===== config.mk =====
export PLATFORM = sky130hd
export DESIGN_NAME = ttwm_ram
export DESIGN_NICKNAME = d
export VERILOG_FILES = /design/src/hw/rtl/ttwm_ram.sv
export SDC_FILE = /design/constraint.sdc
export NUM_CORES = 2
export LEC_CHECK = 0
export ABC_AREA = 1
export BUFFER_PORTS_ARGS = -buffer_cell sky130_fd_sc_hd__buf_2
export CAP_MARGIN = 20
export CORE_MARGIN = 5
export CORE_UTILIZATION = 50
export CTS_CLUSTER_DIAMETER = 50
export DETAILED_ROUTE_END_ITERATION = 16
export HOLD_SLACK_MARGIN = 0.08
export PLACE_DENSITY_LB_ADDON = 0.15
export SLEW_MARGIN = 20
export SYNTH_ARGS = -nofsm -noshare
export SYNTH_HDL_FRONTEND = slang
export SYNTH_SLANG_ARGS = --single-unit

===== constraint.sdc =====
create_clock -name clock -period 2.83 [get_ports clock]
set_clock_uncertainty 0.05 [all_clocks]
set_input_delay 0.566 -clock clock [delete_from_list [all_inputs] [get_ports clock]]
set_output_delay 0.566 -clock clock [all_outputs]
set_load 0.05 [all_outputs]

===== src/hw/rtl/ttwm_ram.sv =====
// Generic single-write, single-read RAM with registered read data.
module ttwm_ram #(
   parameter  int WIDTH = 8,
   parameter  int DEPTH = 256,
   localparam int AW    = (DEPTH > 1) ? $clog2(DEPTH) : 1
) (
   input  logic             clock,
   input  logic             we,
   input  logic [AW-1:0]    waddr,
   input  logic [WIDTH-1:0] wdata,
   input  logic [AW-1:0]    raddr,
   output logic [WIDTH-1:0] rdata
);

   logic [WIDTH-1:0] mem_ff [DEPTH];
   logic [WIDTH-1:0] rdata_ff;

   always_ff @(posedge clock) begin
      if (we) begin
         mem_ff[waddr] <= wdata;
      end
      rdata_ff <= mem_ff[raddr];
   end

   assign rdata = rdata_ff;

endmodule


==> results.cfg <==
[run_status]
outcome = finished clean

[synth]
ys.flop_type = edfxtp_1
avgSynthCellArea_um2 = 11.9
synth_common_cells = nand2_1 (2123), edfxtp_1 (2048), nand3_1 (2019)
mappedNetlistNets = 7029
ys_ff_latch = 2056
synth_async_sr_flop_share_pct = 0
yosysMostFrequentCell = nand2_1
yosysTopAreaCellShare_pct = 73.7
ys_warn_count = 0
synth_area_leader_cell = edfxtp_1
synth_cells = 7003
synthTopCellsByArea = edfxtp_1 (74%), nand3_1 (12%), nand2_1 (9.6%)
synth-edff-count = 2048
ys_types = 14
netlist_area_mm2 = 0.0834
seq_area_frac_synth_pct = 73.9

[critical_path]
path_class = in -> reg
reg2reg_depth = 10
r2r_end = rdata[3]
required_ns = 3.56
cp.arrival_ns = 3.22
start_kind = primary input
r2r_start = mem_ff[3][3]
cp-startpoint = raddr[0]
cp_max_fo = 48
reg2reg_slack_ns = 0.41
crit_path_end_kind = flop

[clock_tree]
clockBufferDepth = 3
cts_root_buffer = clkbuf_16
clkSinkCount = 2056
cts_buffers = 212
clk_latency_ns = 0.84
cts_tree = built
htreeDepth = 4
cts.clk_slew.worst_paths_ns = 0.06
ctsResizeCount = 0

[global_route]
grt_max_degree = 115
grt_usage_pct = 26.8
met3_usage_pct = 4.45
antenna_found_initial = 8
use_met2_pct = 42.0
grt_pass1_wl_um = 349000
grt_use_met1_pct = 38.1
gr-max-usage-layer = met2
grt_pass1_vias = 53349
overflow = 0

[worst_hold_path]
worstHoldStart = wdata[3]
min_to = mem_ff[100][3]
hp-class = in -> reg
holdPathStages = 1

[drt]
viasPerCell = 5.79
vias = 56025
drc = 0
drt-initial-drc-count = 6842
wl_per_cell_um = 24.4
drtPass1Iterations = 10
ant_nets = 0
wirelength_um = 236000

[finish]
syn2layout_area_growth_pct = 15.3
layout-drive-gt1-share_pct = 11.8
num-nets-final = 7330
post-route-util_pct = 58.1
design_area_mm2 = 0.0961

[place]
placed_cell_area_mm2 = 0.0893
port_buffers = 33
dp_hpwl_um = 143000
finalWeightedCongestion = 0.903

[floorplanning]
die_w_um = 418
io-pin-count = 34
dieArea_mm2 = 0.175
initial_core_util_pct = 50.4
rows = 149
die_h_um = 418
fp.coreArea_mm2 = 0.165

[power_and_ir_drop]
power_leakage_nw = 34.3
ir_drop_uv = 697
p_per_area_mw_per_mm2 = 675
power_mw = 64.9

[timing]
timing.final.crit_share_pct = 88.2
hold_viol_final = 0
setup_viol_count_final = 0
min_period_ns = 2.50
fmax_ghz = 0.401
tightest_slew_ns = 1.17
final_max_slew_viol_count = 0
rsz0062_at_grt = no
slew_headroom_pct = 22.1

[job]
maxCapViolations = 0
stage by stage:
step	setup TNS (ns)	hold slack [ns]	instances	setup WS, ns
3_5_place_dp	-1.04	0.786	9272	-0.359
2_1_floorplan	0	0.615	7003	0.723
4_1_cts	0	0.127	9670	0.461
3_3_place_gp	-1.12	0.782	9272	-0.323
5_1_grt	0	0.157	9670	0.374
6_report	0	0.188	9674	0.334
logic make-up (layout without fill, tap and decap cells):
logic type    Yosys count  in the layout  synth area share [%]
flops                2056           2056                  73.9
simple gates         4425           4425                  22.9
other cells             0              4                     0
buf+inv               522           1000                  3.12
flip-flops by register name, summed over array words and instances (netlist names):
register	flops
mem_ff	2048
rdata	8
power breakdown:
group	internal [mW]	switching [mW]	total, mW
Clock	15.3	11.7	27.1
Combinational	1.15	3.08	4.23
Sequential	33.6	0.0411	33.6
worst max path at each step:
stage,endpoint,slack [ns],cells after the start
finish,rdata[3],0.33,13
floorplan,mem_ff[162][0],0.72,4
CTS,rdata[7],0.46,1
global placement,rdata[3],-0.32,13
detailed placement,rdata[6],-0.36,13
global route,rdata[3],0.37,13
cell type report:
cell class	count	area [um^2]
Clock inverter	136	1230
Fill cell	13277	69200
Inverter	39	180
Antenna cell	4	10.0
Clock buffer	255	5540
Sequential cell	2056	61700
Multi-Input combinational cell	4425	19200
Timing Repair Buffer	570	5630
Tap cell	2189	2740
timing repair:
action | 4_1_cts | 5_1_grt
buffers inserted | 0 | 0
setup endpoints to repair | 0 | 0
hold endpoints to repair | 109 | 0
hold buffers | 7 | 0
critical path: stages:
cell	delay (ns)
buf_8	0.15
inv_16	0.18
buf_12	0.27
nand2_1	0.09
nand3_1	0.10
nand3_1	0.08
nand3_1	0.16
nand3_1	0.46
nand3_1	0.32
nand3_1	0.28
nand2_1	0.15
nand2_1	0.22
nand2_1	0.13
cells in the final DEF, fill, tap and decap left out, types with 34 or more instances in the layout:
master	synthesis	layout
buf_4	46	427
nand2_1	2123	2115
buf_12	0	104
clkbuf_16	0	213
nor2_1	283	283
edfxtp_1	2048	2048
clkinv_2	0	41
inv_1	36	34
clkbuf_1	112	37
nand3_1	2019	2019
clkinv_1	0	50
metal layers:
metal	vias to the layer above	wire, um
li1	25500	-
met1	27496	96200
met2	2610	110000
met3	419	20700
met4	0	8520
met5	-	0
No activity file was read; power rests on OpenSTA's default activity.
