$ cat config.mk
export PLATFORM = sky130hd
export DESIGN_NAME = ttwm_accum_flat
export DESIGN_NICKNAME = d
export VERILOG_FILES = /design/src/hw/rtl/ttwm_pkg.sv /design/src/hw/rtl/ttwm_rsp_if.sv /design/src/hw/rtl/ttwm_accum.sv /design/src/flat_wrapper.sv
export SDC_FILE = /design/constraint.sdc
export NUM_CORES = 1
export LEC_CHECK = 0
export BUFFER_PORTS_ARGS = -buffer_cell sky130_fd_sc_hd__buf_4
export CORE_MARGIN = 2
export CORE_UTILIZATION = 55
export DETAILED_ROUTE_END_ITERATION = 6
export PLACE_DENSITY = 0.8
export SLEW_MARGIN = 20
export SYNTH_ARGS = -nofsm -noshare
export SYNTH_HDL_FRONTEND = slang
export SYNTH_SLANG_ARGS = --single-unit
export TNS_END_PERCENT = 10
$ cat constraint.sdc
create_clock -name clock -period 3.3 [get_ports clock]
set_input_delay 0.165 -clock clock [delete_from_list [all_inputs] [get_ports clock]]
set_output_delay 0.165 -clock clock [all_outputs]
set_load 0.01 [all_outputs]
$ cat src/hw/rtl/ttwm_pkg.sv
// Shared types, codes and helpers of the tagged text width measure block.
package ttwm_pkg;

   localparam int GLYPH_ENTRIES   = 256;
   localparam int SPECIAL_ENTRIES = 32;
   localparam int CHAR_ENTRIES    = 256;

   localparam int GLYPH_AW = $clog2(GLYPH_ENTRIES);
   localparam int SPEC_AW  = $clog2(SPECIAL_ENTRIES);
   localparam int CHAR_AW  = $clog2(CHAR_ENTRIES);

   localparam int ACTION_W = 3;
   localparam int CHAR_W   = 8;
   localparam int GLYPH_W  = 8;
   localparam int VALUE_W  = 16;
   localparam int TWIDTH_W = 24;
   localparam int HEIGHT_W = 16;
   localparam int CSR_AW   = 2;
   localparam int CSR_DW   = 16;

   // Input actions
   localparam logic [ACTION_W-1:0] ACT_MAIN_MAP   = 3'd0;
   localparam logic [ACTION_W-1:0] ACT_MAIN_SPEC  = 3'd1;
   localparam logic [ACTION_W-1:0] ACT_MAIN_WIDTH = 3'd2;
   localparam logic [ACTION_W-1:0] ACT_BTN_SPEC   = 3'd3;
   localparam logic [ACTION_W-1:0] ACT_BTN_WIDTH  = 3'd4;
   localparam logic [ACTION_W-1:0] ACT_MEASURE    = 3'd5;

   // Register indexes
   localparam logic [CSR_AW-1:0] CSR_LETTER_GAP     = 2'd0;
   localparam logic [CSR_AW-1:0] CSR_SPACE_ADVANCE  = 2'd1;
   localparam logic [CSR_AW-1:0] CSR_DEFAULT_HEIGHT = 2'd2;

   // Character codes
   localparam logic [CHAR_W-1:0] CHAR_NUL       = 8'h00;
   localparam logic [CHAR_W-1:0] CHAR_SPACE     = 8'h20;
   localparam logic [CHAR_W-1:0] CHAR_BACKSLASH = 8'h5C;
   localparam logic [CHAR_W-1:0] CHAR_LC_C      = 8'h63;
   localparam logic [CHAR_W-1:0] CHAR_UC_C      = 8'h43;
   localparam logic [CHAR_W-1:0] CHAR_LC_S      = 8'h73;
   localparam logic [CHAR_W-1:0] CHAR_UC_S      = 8'h53;
   localparam logic [CHAR_W-1:0] CHAR_LC_B      = 8'h62;
   localparam logic [CHAR_W-1:0] CHAR_UC_B      = 8'h42;
   localparam logic [CHAR_W-1:0] CHAR_DIGIT_0   = 8'h30;
   localparam logic [CHAR_W-1:0] CHAR_DIGIT_9   = 8'h39;
   localparam logic [CHAR_W-1:0] CHAR_LC_A      = 8'h61;
   localparam logic [CHAR_W-1:0] CHAR_LC_F      = 8'h66;
   localparam logic [CHAR_W-1:0] CHAR_UC_A      = 8'h41;
   localparam logic [CHAR_W-1:0] CHAR_UC_F      = 8'h46;

   localparam logic signed [TWIDTH_W+1:0] WIDTH_MAX = 26'sd8388607;
   localparam logic signed [TWIDTH_W+1:0] WIDTH_MIN = -26'sd8388608;

   typedef enum logic [1:0] {
      ST_IDLE,
      ST_MAP,
      ST_WID
   } state_type;

   typedef enum logic [2:0] {
      PH_NORMAL,
      PH_ESCAPE,
      PH_SKIP,
      PH_MAIN_DIGIT,
      PH_BUTTON_DIGIT
   } phase_type;

   typedef enum logic [2:0] {
      K_NONE,
      K_SPACE,
      K_MAIN_CHAR,
      K_MAIN_SPEC,
      K_BTN_SPEC,
      K_END
   } kind_type;

   typedef enum logic [1:0] {
      SEL_CHAR,
      SEL_MAIN_SPEC,
      SEL_BTN_SPEC
   } map_sel_type;

   typedef struct packed {
      logic                char_we;
      logic                main_spec_we;
      logic                btn_spec_we;
      logic [CHAR_W-1:0]   addr;
      logic [GLYPH_W-1:0]  data;
   } map_wr_type;

   typedef struct packed {
      logic [CHAR_W-1:0] char_addr;
      logic [3:0]        digit;
      map_sel_type       sel;
   } map_rd_type;

   typedef struct packed {
      logic               step;
      logic               is_end;
      logic [VALUE_W-1:0] amount;
   } accum_ctl_type;

   // Non-hex characters count as digit zero
   function automatic logic [3:0] hex_digit(input logic [CHAR_W-1:0] c);
      logic [3:0] d;
      d = 4'd0;
      if (c >= CHAR_DIGIT_0 && c <= CHAR_DIGIT_9) begin
         d = 4'(c - CHAR_DIGIT_0);
      end else if (c >= CHAR_LC_A && c <= CHAR_LC_F) begin
         d = 4'(c - CHAR_LC_A + 8'd10);
      end else if (c >= CHAR_UC_A && c <= CHAR_UC_F) begin
         d = 4'(c - CHAR_UC_A + 8'd10);
      end
      return d;
   endfunction

endpackage

$ cat src/hw/rtl/ttwm_rsp_if.sv
// Result channel of the tagged text width measure block.
interface ttwm_rsp_if;
   logic               valid;
   logic               ready;
   logic signed [23:0] text_width;
   logic [15:0]        text_height;

   modport source (output valid, text_width, text_height, input ready);
   modport sink   (input valid, text_width, text_height, output ready);
endinterface

$ cat src/hw/rtl/ttwm_accum.sv
// Saturating running-width accumulator and result register.
module ttwm_accum (
   input  logic                    clock,
   input  logic                    reset,
   input  ttwm_pkg::accum_ctl_type ctl,
   input  logic signed [7:0]       letter_gap,
   input  logic [15:0]             height,
   output logic                    busy,
   ttwm_rsp_if.source              rsp_bus
);
   import ttwm_pkg::*;

   logic signed [TWIDTH_W-1:0] run_ff, run_in;
   logic signed [TWIDTH_W-1:0] width_ff, width_in;
   logic [HEIGHT_W-1:0]        height_ff, height_in;
   logic                       rsp_valid_ff, rsp_valid_in;
   logic signed [TWIDTH_W+1:0] sum;

   assign sum = (TWIDTH_W+2)'(run_ff)
              + $signed({{(TWIDTH_W+2-VALUE_W){1'b0}}, ctl.amount})
              + (TWIDTH_W+2)'(letter_gap);

   assign busy = rsp_valid_ff && !rsp_bus.ready;

   always_comb begin
      run_in       = run_ff;
      width_in     = width_ff;
      height_in    = height_ff;
      rsp_valid_in = rsp_valid_ff && !rsp_bus.ready;
      if (ctl.step) begin
         if (ctl.is_end) begin
            width_in     = run_ff;
            height_in    = height;
            rsp_valid_in = 1'b1;
            run_in       = '0;
         end else if (sum > WIDTH_MAX) begin
            run_in = WIDTH_MAX[TWIDTH_W-1:0];
         end else if (sum < WIDTH_MIN) begin
            run_in = WIDTH_MIN[TWIDTH_W-1:0];
         end else begin
            run_in = sum[TWIDTH_W-1:0];
         end
      end
   end

   always_ff @(posedge clock) begin
      if (reset) begin
         run_ff       <= '0;
         rsp_valid_ff <= 1'b0;
      end else begin
         run_ff       <= run_in;
         rsp_valid_ff <= rsp_valid_in;
      end
      width_ff  <= width_in;
      height_ff <= height_in;
   end

   assign rsp_bus.valid       = rsp_valid_ff;
   assign rsp_bus.text_width  = width_ff;
   assign rsp_bus.text_height = height_ff;

endmodule

$ cat src/flat_wrapper.sv
// flat-port wrapper written by rule: the top's interface ports become plain ports
module ttwm_accum_flat import ttwm_pkg::*;
  (clock, reset, ctl, letter_gap, height, busy, rsp_bus_valid, rsp_bus_text_width, rsp_bus_text_height, rsp_bus_ready);
  ttwm_rsp_if rsp_bus_i ();
  input  logic clock;
  input  logic reset;
  input  ttwm_pkg::accum_ctl_type ctl;
  input  logic signed [7:0] letter_gap;
  input  logic [15:0] height;
  output logic busy;
  output wire logic [$bits(rsp_bus_i.valid)-1:0] rsp_bus_valid;
  output wire logic [$bits(rsp_bus_i.text_width)-1:0] rsp_bus_text_width;
  output wire logic [$bits(rsp_bus_i.text_height)-1:0] rsp_bus_text_height;
  input wire logic [$bits(rsp_bus_i.ready)-1:0] rsp_bus_ready;
  assign rsp_bus_valid = rsp_bus_i.valid;
  assign rsp_bus_text_width = rsp_bus_i.text_width;
  assign rsp_bus_text_height = rsp_bus_i.text_height;
  assign rsp_bus_i.ready = rsp_bus_ready;
  ttwm_accum u_core (.clock(clock), .reset(reset), .ctl(ctl), .letter_gap(letter_gap), .height(height), .busy(busy), .rsp_bus(rsp_bus_i));
endmodule
==> out/summary.txt <==
Tcrit/Tclk final -> 104.4%
Tot GR Track Use -> 29.66%
Worst Tran Pin Value -> 0.9452 ns
post-synthesis cell area -> 0.004250 mm²
vias post-DR -> 3,797
worst hold-check path type -> in -> reg
Setup Viol. Count Final -> 17
CP top delay family -> compound AO/OA/AOI/OAI gates
Setup crit end kind -> flop
slowest stage cell, crit path -> fa_1
routability cong. -> 0.9289
Worst Path Buf+Inv -> 5
status -> finished, violations left
DP HPWL -> 7737 µm
Crit path top cell by count -> inv_2
Detail Route Antenna Nets -> 0
Max H-tree Level -> 3
Unique masters post-synth -> 61
vias in the first global route -> 3,692
DRC errors left -> 0
clock net sink count -> 65
unrepaired setup endpoints after global routing -> true
CTS Buffer Depth -> 2
synthesis-to-finish area growth -> 34.50%
Final nets -> 609
Ys Warns -> 0
max_slew headroom -> 36.99%
DR WL/cell -> 21.64 µm
crit-path cells -> inv_2 > fa_1 > inv_2 > ha_4 > inv_2 > fa_2 > nand2b_4 > a21oi_4 > o2111ai_4 > a211oi_2 > buf_4 > o2111ai_4 > o22ai_4 > buf_12 > nand2_1 > a31oi_1
Hold Violations, Final -> 0
CTS tree -> yes
syn_nets -> 487
clock slew at reported path FFs -> 0.07 ns
Max Freq -> 290.2 MHz
dpl ws -> -0.1341 ns
flops & latches, synth -> 65
fill count -> 480
die footprint -> 0.008447 mm²
worst path required time -> 3.56 ns
largest stage delay on the critical path -> 0.47 ns
drt pass-1 iters -> 5
fin crit period -> 3.446 ns
Vert. Die Dim -> 91.91 µm
initial antenna violation count -> 0
Syn Inst Count -> 393
share of post-route cells with drive strength above 1 -> 35.77%
Worst-Skew Late Latency -> 0.36 ns
worst hold slack -> 0.005925 ns
final WL -> 13,460 µm
WS Path Type -> reg -> reg
grt total ovfl -> 0
number of CTS-inserted buffers -> 9
Max-Cap Viols -> 0
Die X-Extent -> 91.91 µm
Leakage -> 2.356 nW
Rows -> 32
Initial Util -> 55.87%
First DRT Iteration DRCs -> 324
setup TNS -> -0.7827 ns
Power Density -> 531.9 mW/mm²
CP startpoint kind -> flop
Final Max Slew Viols -> 0
Seq/Total Area, Yosys -> 40.04%
failing checks -> negative setup slack
post-DR vias/cell -> 6.105
Total Power -> 0.003041 W
IO Pins -> 87
first-pass GRT wire length -> 19,290 µm
post-route worst setup slack -> -0.1460 ns
peak supply drop -> 214.0 µV
worst-path maximum fanout -> 5
worst path arrival time -> 3.71 ns
Avg Synthesized Cell Area -> 10.82 µm²
final clock skew -> 0.01277 ns
largest net degree at the start of global routing -> 42
Core Area -> 0.007607 mm²
Clock Tree Root -> clkbuf_8
PortBufs -> 86
n_diodes -> 0
[final cells by class]
cell class	instances	area [µm²]	area share, %
Clock inverter	7	93.84	1.641
Inverter	13	48.80	0.8536
Multi-Input combinational cell	298	2562	44.82
Timing Repair Buffer	128	1057	18.49
Clock buffer	9	123.9	2.167
Tap cell	102	127.6	2.232
Sequential cell	65	1703	29.79
[metrics by stage]
stage	utilization, %	instance area, µm²	cells
2_1_floorplan	-	4250	393
3_3_place_gp	66.07	5026	579
3_5_place_dp	66.07	5026	579
4_1_cts	73.08	5559	618
5_1_grt	75.15	5717	622
6_report	75.15	5717	622
[path summary, 6_finish.rpt]
check | startpoint | endpoint | slack [ns] | cells after the start
worst max-delay path | u_core.run_ff[1]$_SDFFE_PP0P_ | u_core.run_ff[13]$_SDFFE_PP0P_ | -0.15 | 16
worst min-delay path | height[13] | u_core.rsp_bus.text_height[13]$_DFFE_PP_ | 0.006 | 1
worst max register to register | u_core.run_ff[1]$_SDFFE_PP0P_ | u_core.run_ff[13]$_SDFFE_PP0P_ | -0.15 | 16
worst min register to register | u_core.run_ff[17]$_SDFFE_PP0P_ | u_core.rsp_bus.text_width[17]$_DFFE_PP_ | 0.48 | 0
[routing by layer]
metal  GRT usage, %  wire length (µm)
met1          37.77              5200
met2          50.12              6806
met3          5.670               940
met4          11.44               513
met5              0                 0
[power by group]
| group | total (W) | leakage, nW | internal [W] | switching [W] |
|---|---|---|---|---|
| registers | 0.000987 | 0.587 | 0.000937 | 0.0000499 |
| clock network | 0.000755 | 0.107 | 0.000425 | 0.000330 |
| logic | 0.00130 | 1.66 | 0.000552 | 0.000746 |
[cell usage after synthesis, drive strengths merged]
library cell	count	share of area, %
ha	32	9.4
o21a	2	0.35
o31ai	3	0.65
o21ai	22	2.8
edfxtp	40	28
nor4	1	0.15
or3	3	0.56
a31o	2	0.41
nand4b	1	0.21
dfxtp	25	12
nor2b	4	0.59
xnor2	12	2.5
a32oi	1	0.38
a211o	3	0.82
a21o	10	1.8
a31oi	15	2.8
buf	13	2.4
and2	2	0.29
o2111ai	2	0.56
o311ai	1	0.62
xor2	5	1.0
nor2	21	1.9
a2111o	2	0.56
o211ai	5	1.1
mux2i	1	0.24
a311oi	2	0.41
nand2	28	2.7
fa	17	8.0
inv	13	1.1
a211oi	6	1.3
nand3	7	0.82
o21bai	1	0.18
and3	1	0.15
a41oi	1	0.21
nand2b	29	4.3
or2b	1	0.18
nand4	5	0.74
a2bb2oi	1	0.21
a21oi	34	4.4
clkbuf	6	0.53
nor3	8	1.3
o22ai	2	0.62
a41o	3	0.71
[cells by family (layout without fill, tap and decap cells)]
group                      count (synthesis)  in the layout  share of synthesized area (%)
DFF                                       65             65                          40.04
AOI/OAI and AO/OA                        118            120                          20.78
xor gates and xnor gates                  17             17                          3.503
adders and majority gates                 49             49                          17.43
muxes                                      1              1                         0.2355
buffers and inverters                     32            157                          4.121
and+or+nand+nor                          111            111                          13.89
[state kept, by name (all words and copies together) (netlist names)]
register                    count
u_core.rsp_bus.valid            1
u_core.rsp_bus.text_height     16
u_core.run_ff                  24
u_core.rsp_bus.text_width      24
[placed cells by master, fill, tap and decap left out, types with 6 or more instances in the layout]
cell type        n
xnor2_1         12
o21ai_0          9
edfxtp_1        40
nor2_1          20
a21oi_1         24
nor3_1           6
inv_1           10
buf_4          108
fa_1            16
dfxtp_1         24
clkbuf_8         9
ha_1            29
nand2_1         24
nand2b_1        28
a21o_1          10
o21ai_2         10
dlygate4sd3_1   15
a31oi_1         11
a21oi_2          9
nand3_1          7
[timing repair]
| action | 4_1_cts | 5_1_grt |
|---|---|---|
| setup buffers | 7 | 3 |
| resized for setup | 13 | 25 |
| hold endpoints to repair | 15 | 0 |
| hold buffers | 15 | 0 |
| endpoints found under the setup margin | 23 | 23 |
| cloned | 2 | 1 |
| pin swaps | 9 | 25 |
(Power assumes the default switching activity.)
