===== src/hw/rtl/ttwm_pkg.sv =====
// Shared types, codes and helpers of the tagged text width measure block.
package ttwm_pkg;

   localparam int GLYPH_ENTRIES   = 256;
   localparam int SPECIAL_ENTRIES = 32;
   localparam int CHAR_ENTRIES    = 256;

   localparam int GLYPH_AW = $clog2(GLYPH_ENTRIES);
   localparam int SPEC_AW  = $clog2(SPECIAL_ENTRIES);
   localparam int CHAR_AW  = $clog2(CHAR_ENTRIES);

   localparam int ACTION_W = 3;
   localparam int CHAR_W   = 8;
   localparam int GLYPH_W  = 8;
   localparam int VALUE_W  = 16;
   localparam int TWIDTH_W = 24;
   localparam int HEIGHT_W = 16;
   localparam int CSR_AW   = 2;
   localparam int CSR_DW   = 16;

   // Input actions
   localparam logic [ACTION_W-1:0] ACT_MAIN_MAP   = 3'd0;
   localparam logic [ACTION_W-1:0] ACT_MAIN_SPEC  = 3'd1;
   localparam logic [ACTION_W-1:0] ACT_MAIN_WIDTH = 3'd2;
   localparam logic [ACTION_W-1:0] ACT_BTN_SPEC   = 3'd3;
   localparam logic [ACTION_W-1:0] ACT_BTN_WIDTH  = 3'd4;
   localparam logic [ACTION_W-1:0] ACT_MEASURE    = 3'd5;

   // Register indexes
   localparam logic [CSR_AW-1:0] CSR_LETTER_GAP     = 2'd0;
   localparam logic [CSR_AW-1:0] CSR_SPACE_ADVANCE  = 2'd1;
   localparam logic [CSR_AW-1:0] CSR_DEFAULT_HEIGHT = 2'd2;

   // Character codes
   localparam logic [CHAR_W-1:0] CHAR_NUL       = 8'h00;
   localparam logic [CHAR_W-1:0] CHAR_SPACE     = 8'h20;
   localparam logic [CHAR_W-1:0] CHAR_BACKSLASH = 8'h5C;
   localparam logic [CHAR_W-1:0] CHAR_LC_C      = 8'h63;
   localparam logic [CHAR_W-1:0] CHAR_UC_C      = 8'h43;
   localparam logic [CHAR_W-1:0] CHAR_LC_S      = 8'h73;
   localparam logic [CHAR_W-1:0] CHAR_UC_S      = 8'h53;
   localparam logic [CHAR_W-1:0] CHAR_LC_B      = 8'h62;
   localparam logic [CHAR_W-1:0] CHAR_UC_B      = 8'h42;
   localparam logic [CHAR_W-1:0] CHAR_DIGIT_0   = 8'h30;
   localparam logic [CHAR_W-1:0] CHAR_DIGIT_9   = 8'h39;
   localparam logic [CHAR_W-1:0] CHAR_LC_A      = 8'h61;
   localparam logic [CHAR_W-1:0] CHAR_LC_F      = 8'h66;
   localparam logic [CHAR_W-1:0] CHAR_UC_A      = 8'h41;
   localparam logic [CHAR_W-1:0] CHAR_UC_F      = 8'h46;

   localparam logic signed [TWIDTH_W+1:0] WIDTH_MAX = 26'sd8388607;
   localparam logic signed [TWIDTH_W+1:0] WIDTH_MIN = -26'sd8388608;

   typedef enum logic [1:0] {
      ST_IDLE,
      ST_MAP,
      ST_WID
   } state_type;

   typedef enum logic [2:0] {
      PH_NORMAL,
      PH_ESCAPE,
      PH_SKIP,
      PH_MAIN_DIGIT,
      PH_BUTTON_DIGIT
   } phase_type;

   typedef enum logic [2:0] {
      K_NONE,
      K_SPACE,
      K_MAIN_CHAR,
      K_MAIN_SPEC,
      K_BTN_SPEC,
      K_END
   } kind_type;

   typedef enum logic [1:0] {
      SEL_CHAR,
      SEL_MAIN_SPEC,
      SEL_BTN_SPEC
   } map_sel_type;

   typedef struct packed {
      logic                char_we;
      logic                main_spec_we;
      logic                btn_spec_we;
      logic [CHAR_W-1:0]   addr;
      logic [GLYPH_W-1:0]  data;
   } map_wr_type;

   typedef struct packed {
      logic [CHAR_W-1:0] char_addr;
      logic [3:0]        digit;
      map_sel_type       sel;
   } map_rd_type;

   typedef struct packed {
      logic               step;
      logic               is_end;
      logic [VALUE_W-1:0] amount;
   } accum_ctl_type;

   // Non-hex characters count as digit zero
   function automatic logic [3:0] hex_digit(input logic [CHAR_W-1:0] c);
      logic [3:0] d;
      d = 4'd0;
      if (c >= CHAR_DIGIT_0 && c <= CHAR_DIGIT_9) begin
         d = 4'(c - CHAR_DIGIT_0);
      end else if (c >= CHAR_LC_A && c <= CHAR_LC_F) begin
         d = 4'(c - CHAR_LC_A + 8'd10);
      end else if (c >= CHAR_UC_A && c <= CHAR_UC_F) begin
         d = 4'(c - CHAR_UC_A + 8'd10);
      end
      return d;
   endfunction

endpackage


===== src/hw/rtl/ttwm_ram.sv =====
// Generic single-write, single-read RAM with registered read data.
module ttwm_ram #(
   parameter  int WIDTH = 8,
   parameter  int DEPTH = 256,
   localparam int AW    = (DEPTH > 1) ? $clog2(DEPTH) : 1
) (
   input  logic             clock,
   input  logic             we,
   input  logic [AW-1:0]    waddr,
   input  logic [WIDTH-1:0] wdata,
   input  logic [AW-1:0]    raddr,
   output logic [WIDTH-1:0] rdata
);

   logic [WIDTH-1:0] mem_ff [DEPTH];
   logic [WIDTH-1:0] rdata_ff;

   always_ff @(posedge clock) begin
      if (we) begin
         mem_ff[waddr] <= wdata;
      end
      rdata_ff <= mem_ff[raddr];
   end

   assign rdata = rdata_ff;

endmodule


===== src/hw/rtl/ttwm_maps.sv =====
// Character and special glyph maps: three RAMs zeroed by a clearing pass after reset.
module ttwm_maps (
   input  logic                  clock,
   input  logic                  reset,
   input  ttwm_pkg::map_wr_type  wr,
   input  ttwm_pkg::map_rd_type  rd,
   output logic                  clearing,
   output logic [7:0]            glyph
);
   import ttwm_pkg::*;

   logic [GLYPH_W-1:0] char_q;
   logic [GLYPH_W-1:0] main_spec_q;
   logic [GLYPH_W-1:0] btn_spec_q;
   logic [SPEC_AW-1:0] spec_raddr;
   logic [SPEC_AW-1:0] spec_waddr;
   logic [CHAR_AW-1:0] char_waddr;
   logic [GLYPH_W-1:0] map_wdata;
   logic               char_we, main_spec_we, btn_spec_we;

   logic               clear_ff, clear_in;
   logic [CHAR_AW-1:0] clear_addr_ff, clear_addr_in;
   map_sel_type        sel_ff;

   // Sweep the char map once after reset; the special maps see their low address bits
   always_comb begin
      clear_in      = clear_ff;
      clear_addr_in = clear_addr_ff;
      if (clear_ff) begin
         clear_addr_in = clear_addr_ff + CHAR_AW'(1);
         if (clear_addr_ff == CHAR_AW'(CHAR_ENTRIES - 1)) begin
            clear_in = 1'b0;
         end
      end
   end

   always_ff @(posedge clock) begin
      if (reset) begin
         clear_ff      <= 1'b1;
         clear_addr_ff <= '0;
      end else begin
         clear_ff      <= clear_in;
         clear_addr_ff <= clear_addr_in;
      end
   end

   assign clearing     = clear_ff;
   assign char_we      = clear_ff || wr.char_we;
   assign main_spec_we = clear_ff || wr.main_spec_we;
   assign btn_spec_we  = clear_ff || wr.btn_spec_we;
   assign char_waddr   = clear_ff ? clear_addr_ff : wr.addr[CHAR_AW-1:0];
   assign spec_waddr   = clear_ff ? clear_addr_ff[SPEC_AW-1:0] : wr.addr[SPEC_AW-1:0];
   assign map_wdata    = clear_ff ? '0 : wr.data;
   assign spec_raddr   = SPEC_AW'(rd.digit);

   ttwm_ram #(.WIDTH(GLYPH_W), .DEPTH(CHAR_ENTRIES)) u_char_map (
      .clock (clock),
      .we    (char_we),
      .waddr (char_waddr),
      .wdata (map_wdata),
      .raddr (rd.char_addr[CHAR_AW-1:0]),
      .rdata (char_q)
   );

   ttwm_ram #(.WIDTH(GLYPH_W), .DEPTH(SPECIAL_ENTRIES)) u_main_spec_map (
      .clock (clock),
      .we    (main_spec_we),
      .waddr (spec_waddr),
      .wdata (map_wdata),
      .raddr (spec_raddr),
      .rdata (main_spec_q)
   );

   ttwm_ram #(.WIDTH(GLYPH_W), .DEPTH(SPECIAL_ENTRIES)) u_btn_spec_map (
      .clock (clock),
      .we    (btn_spec_we),
      .waddr (spec_waddr),
      .wdata (map_wdata),
      .raddr (spec_raddr),
      .rdata (btn_spec_q)
   );

   // Select is registered alongside the RAM read, so it lines up with the read data
   always_ff @(posedge clock) begin
      sel_ff <= rd.sel;
   end

   always_comb begin
      case (sel_ff)
         SEL_CHAR:      glyph = char_q;
         SEL_MAIN_SPEC: glyph = main_spec_q;
         SEL_BTN_SPEC:  glyph = btn_spec_q;
         default:       glyph = '0;
      endcase
   end

endmodule


===== config.mk =====
export PLATFORM = sky130hd
export DESIGN_NAME = ttwm_maps
export DESIGN_NICKNAME = d
export VERILOG_FILES = /design/src/hw/rtl/ttwm_pkg.sv /design/src/hw/rtl/ttwm_ram.sv /design/src/hw/rtl/ttwm_maps.sv
export SDC_FILE = /design/constraint.sdc
export NUM_CORES = 2
export LEC_CHECK = 0
export ABC_CLOCK_PERIOD_IN_PS = 14700
export BUFFER_PORTS_ARGS = -buffer_cell sky130_fd_sc_hd__buf_2
export CAP_MARGIN = 20
export CORE_UTILIZATION = 40
export DETAILED_ROUTE_END_ITERATION = 16
export SETUP_SLACK_MARGIN = 0.1
export SLEW_MARGIN = 0
export SYNTH_ARGS = -nofsm -noshare
export SYNTH_HDL_FRONTEND = slang
export SYNTH_SLANG_ARGS = --single-unit

===== constraint.sdc =====
create_clock -name clock -period 14.7 [get_ports clock]
set_input_delay 2.94 -clock clock [delete_from_list [all_inputs] [get_ports clock]]
set_output_delay 2.94 -clock clock [all_outputs]
set_load 0.03 [all_outputs]

==> results.toml <==
[sta]
report.final.setup_viol = 0
finalCritPeriodShare = 0.448
fin_worst_hold_slack_ns = 0.552
period_minus_slack_ns = 6.58
timing_max_transition_violations_final = 0
worst_slew_pin_slew_ns = 1.29
report.final.hold_viol_count = 0
maxSlewHeadroom = 0.141
tns_ns = 0
fmaxAchievable_mhz = 152
rsz0062_at_grt = "false"
finalClockSkew_ns = 0.0368

[routing]
drt.antenna.violating_nets = 0
drt_pass1_iterations = 6
wl_um = 230000
dr.first_iter.drc_count = 5065
vias = 43771
detail_route.wl_per_cell_um = 30.4
drc = 0
vias_per_cell = 5.78

[logic_synthesis]
yosys_warnings = 0
post-synth-top-area-fraction = 0.761
synthTopCellsByArea = "edfxtp_1 (76%), mux4_2 (13%), mux2i_1 (2.5%), nor2_1 (1.3%), dfxtp_1 (0.77%)"
synth.avg_cell_area_um2 = 21.3
synth-async-reset-ratio = 0
synth-edff-count = 2304
mappedNetlistNets = 4307
ys_types = 60
mappedNetlistArea_um2 = 91000
synth_seq_cells = 2339
synth_cells = 4271
synth.largest_area_cell = "edfxtp_1"
yosysSeqAreaShare = 0.768
ys.flop_type = "edfxtp_1"

[place]
buffer_ports.inserted = 43
placed_cell_areas_um2 = 94200
globalplace.congestion = 0.825
detailedPlacementHpwl_um = 138000
place_inst = 7147

[floorplanning]
initial_core_util = 0.404
horiz_die_dim_um = 479
floorplan.die.height_um = 479
placeableCoreArea_um2 = 225000
die_area_um2 = 229000
rows = 174
io_pins = 44

[finish]
final_common_cell = "edfxtp_1"
layout.cells.most_common_list = "edfxtp_1 (2,304), mux4_2 (536), nor2_1 (320)"
filler_free_cell_count_of_the_finished_design = 7572
area_growth_syn_to_layout_pct = 11.6
layout.cell_area.non_filler_um2 = 101000
drive_gt1_frac = 0.220
nets = 4423
final_util = 0.450

[worst_setup_path]
critical_path.endpoint_type = "register"
critical_path_endpoint = "u_char_map.rdata[6]$_DFF_P_"
critPathMaxFanout = 101
crit_required_ns = 15.40
crit_type = "input port to register"
worst-r2r-setup-slack_ns = 10.31
startpoint_types = "input port"
worst_reg_to_reg_path_cell_count = 4
arrival_worst_endpoint_ns = 7.28
crit-reg2reg-capture = "u_char_map.mem_ff[103][6]$_DFFE_PP_"
startpoint = "rd[7]"
r2r_start = "clearing$_SDFF_PP1_"

[global_route]
grt_pass1_vias = 43461
grt_antenna_before_repair = 17
grt_overflow_total = 0
grtUsageTotal = 0.199
grt_max_degree = 228
grt_pass1_wl_um = 327000

[clock_tree]
cts_tree = "yes"
postCtsSetupBuffers = 0
cts_made_buffers = 226
cts_hold_buffers = 0
clk_pin_slew_ns = 0.06
post_cts_resize_count = 0
clkLatencyLatePin_ns = 0.87
h-tree-depth = 4
clk_buf_depth = 3
ctsRootBufferMaster = "clkbuf_16"
cts_sinks = 2339

[pwr]
cellPowerDensity_nw_per_um2 = 133
vdd_ir_drop_max_mv = 0.131
static-leakage-power_nw = 32.1

[run_status]
outcome = "finished, final reports clean"

[run]
max_cap_viols = 0

[worst_hold_path]
holdCritPathClass = "register to register"
state kept, by name, indices dropped and copies added (netlist names):
register,count
u_main_spec_map.rdata,8
u_char_map.rdata,8
u_btn_spec_map.rdata,8
u_btn_spec_map.mem_ff,128
sel_ff,2
u_char_map.mem_ff,2048
clearing,1
u_main_spec_map.mem_ff,128
clear_addr_ff,8
synthesized netlist by cell type, types with 12 or more instances:
cell type and count:
a22oi_1 31, edfxtp_1 2304, mux2i_1 229, nor3_1 21
a21oi_1 39, buf_1 21, clkbuf_1 99, a211oi_1 24
nand3_1 37, nor2b_1 18, buf_4 16, o21ai_0 25
buf_6 21, nor2_1 320, buf_2 59, o22ai_1 34
nand2_1 127, mux4_2 536, o221ai_1 53, nand2b_1 12
buf_8 25, dfxtp_1 35, o32ai_1 13
through the flow:
step                total power, mW  setup WS [ns]
finish                         13.5           8.12
global route                   13.9           8.00
CTS                            13.6           8.18
detailed placement             8.00           7.24
global placement               8.00           6.91
floorplan                      7.78           3.26
critical path, cell delays in order:
cell and delay, ns:
buf_8 0.47, buf_12 0.57, buf_4 0.81, mux4_2 0.44, mux4_2 0.53, a22o_1 0.24, a211oi_1 0.94, nor4_1 0.11
report_power, final:
group / switching [mW] / internal (mW) / leakage (nW)
clock network: 2.48 / 3.20 / 3.51
logic: 0.348 / 0.227 / 6.87
registers: 0.0273 / 7.25 / 21.7
total: 2.86 / 10.7 / 32.1
logic make-up (layout without fill, tap and decap cells):
group / Yosys count / after routing / synth area share
compound gates: 311 / 311 / 0.0251
xor+xnor: 5 / 5 / 0.000482
fa+ha+maj: 1 / 1 / 0.000138
buf+inv: 259 / 566 / 0.0179
flops: 2339 / 2339 / 0.768
mux: 781 / 781 / 0.161
other cells: 0 / 2 / 0
simple gates: 575 / 575 / 0.0266
routing by layer:
layer / vias to the layer above / part of all wire / global-route usage
met5: - / 0.000096 / 0
met4: 4 / 0.032 / 0.0649
met3: 368 / 0.081 / 0.0439
met2: 1822 / 0.47 / 0.311
met1: 23484 / 0.41 / 0.278
li1: 18093 / - / -
area by class of cell:
cell class	count	area, um^2
diodes	2	5.00
clock buffers	325	6280
clock inverters	94	926
fillers	18797	124000
inverters	13	53.8
multi-input cells	1673	19500
flip-flops and latches	2339	69900
well taps	2992	3740
repair buffers	134	1050
worst min path at each step:
| stage | depth (start not counted) | slack, ns | from | end |
|---|---|---|---|---|
| after floorplan | 2 | 0.50 | clear_addr_ff[6]$_SDFFE_PP0P_ | clear_addr_ff[6]$_SDFFE_PP0P_ |
| after global placement | 2 | 0.52 | clear_addr_ff[0]$_SDFFE_PP0P_ | clear_addr_ff[0]$_SDFFE_PP0P_ |
| after detailed placement | 2 | 0.54 | clear_addr_ff[0]$_SDFFE_PP0P_ | clear_addr_ff[0]$_SDFFE_PP0P_ |
| after CTS | 2 | 0.55 | clear_addr_ff[0]$_SDFFE_PP0P_ | clear_addr_ff[0]$_SDFFE_PP0P_ |
| after global routing | 2 | 0.58 | clear_addr_ff[0]$_SDFFE_PP0P_ | clear_addr_ff[0]$_SDFFE_PP0P_ |
| final | 2 | 0.55 | clear_addr_ff[0]$_SDFFE_PP0P_ | clear_addr_ff[0]$_SDFFE_PP0P_ |
(Power assumes the default switching activity.)
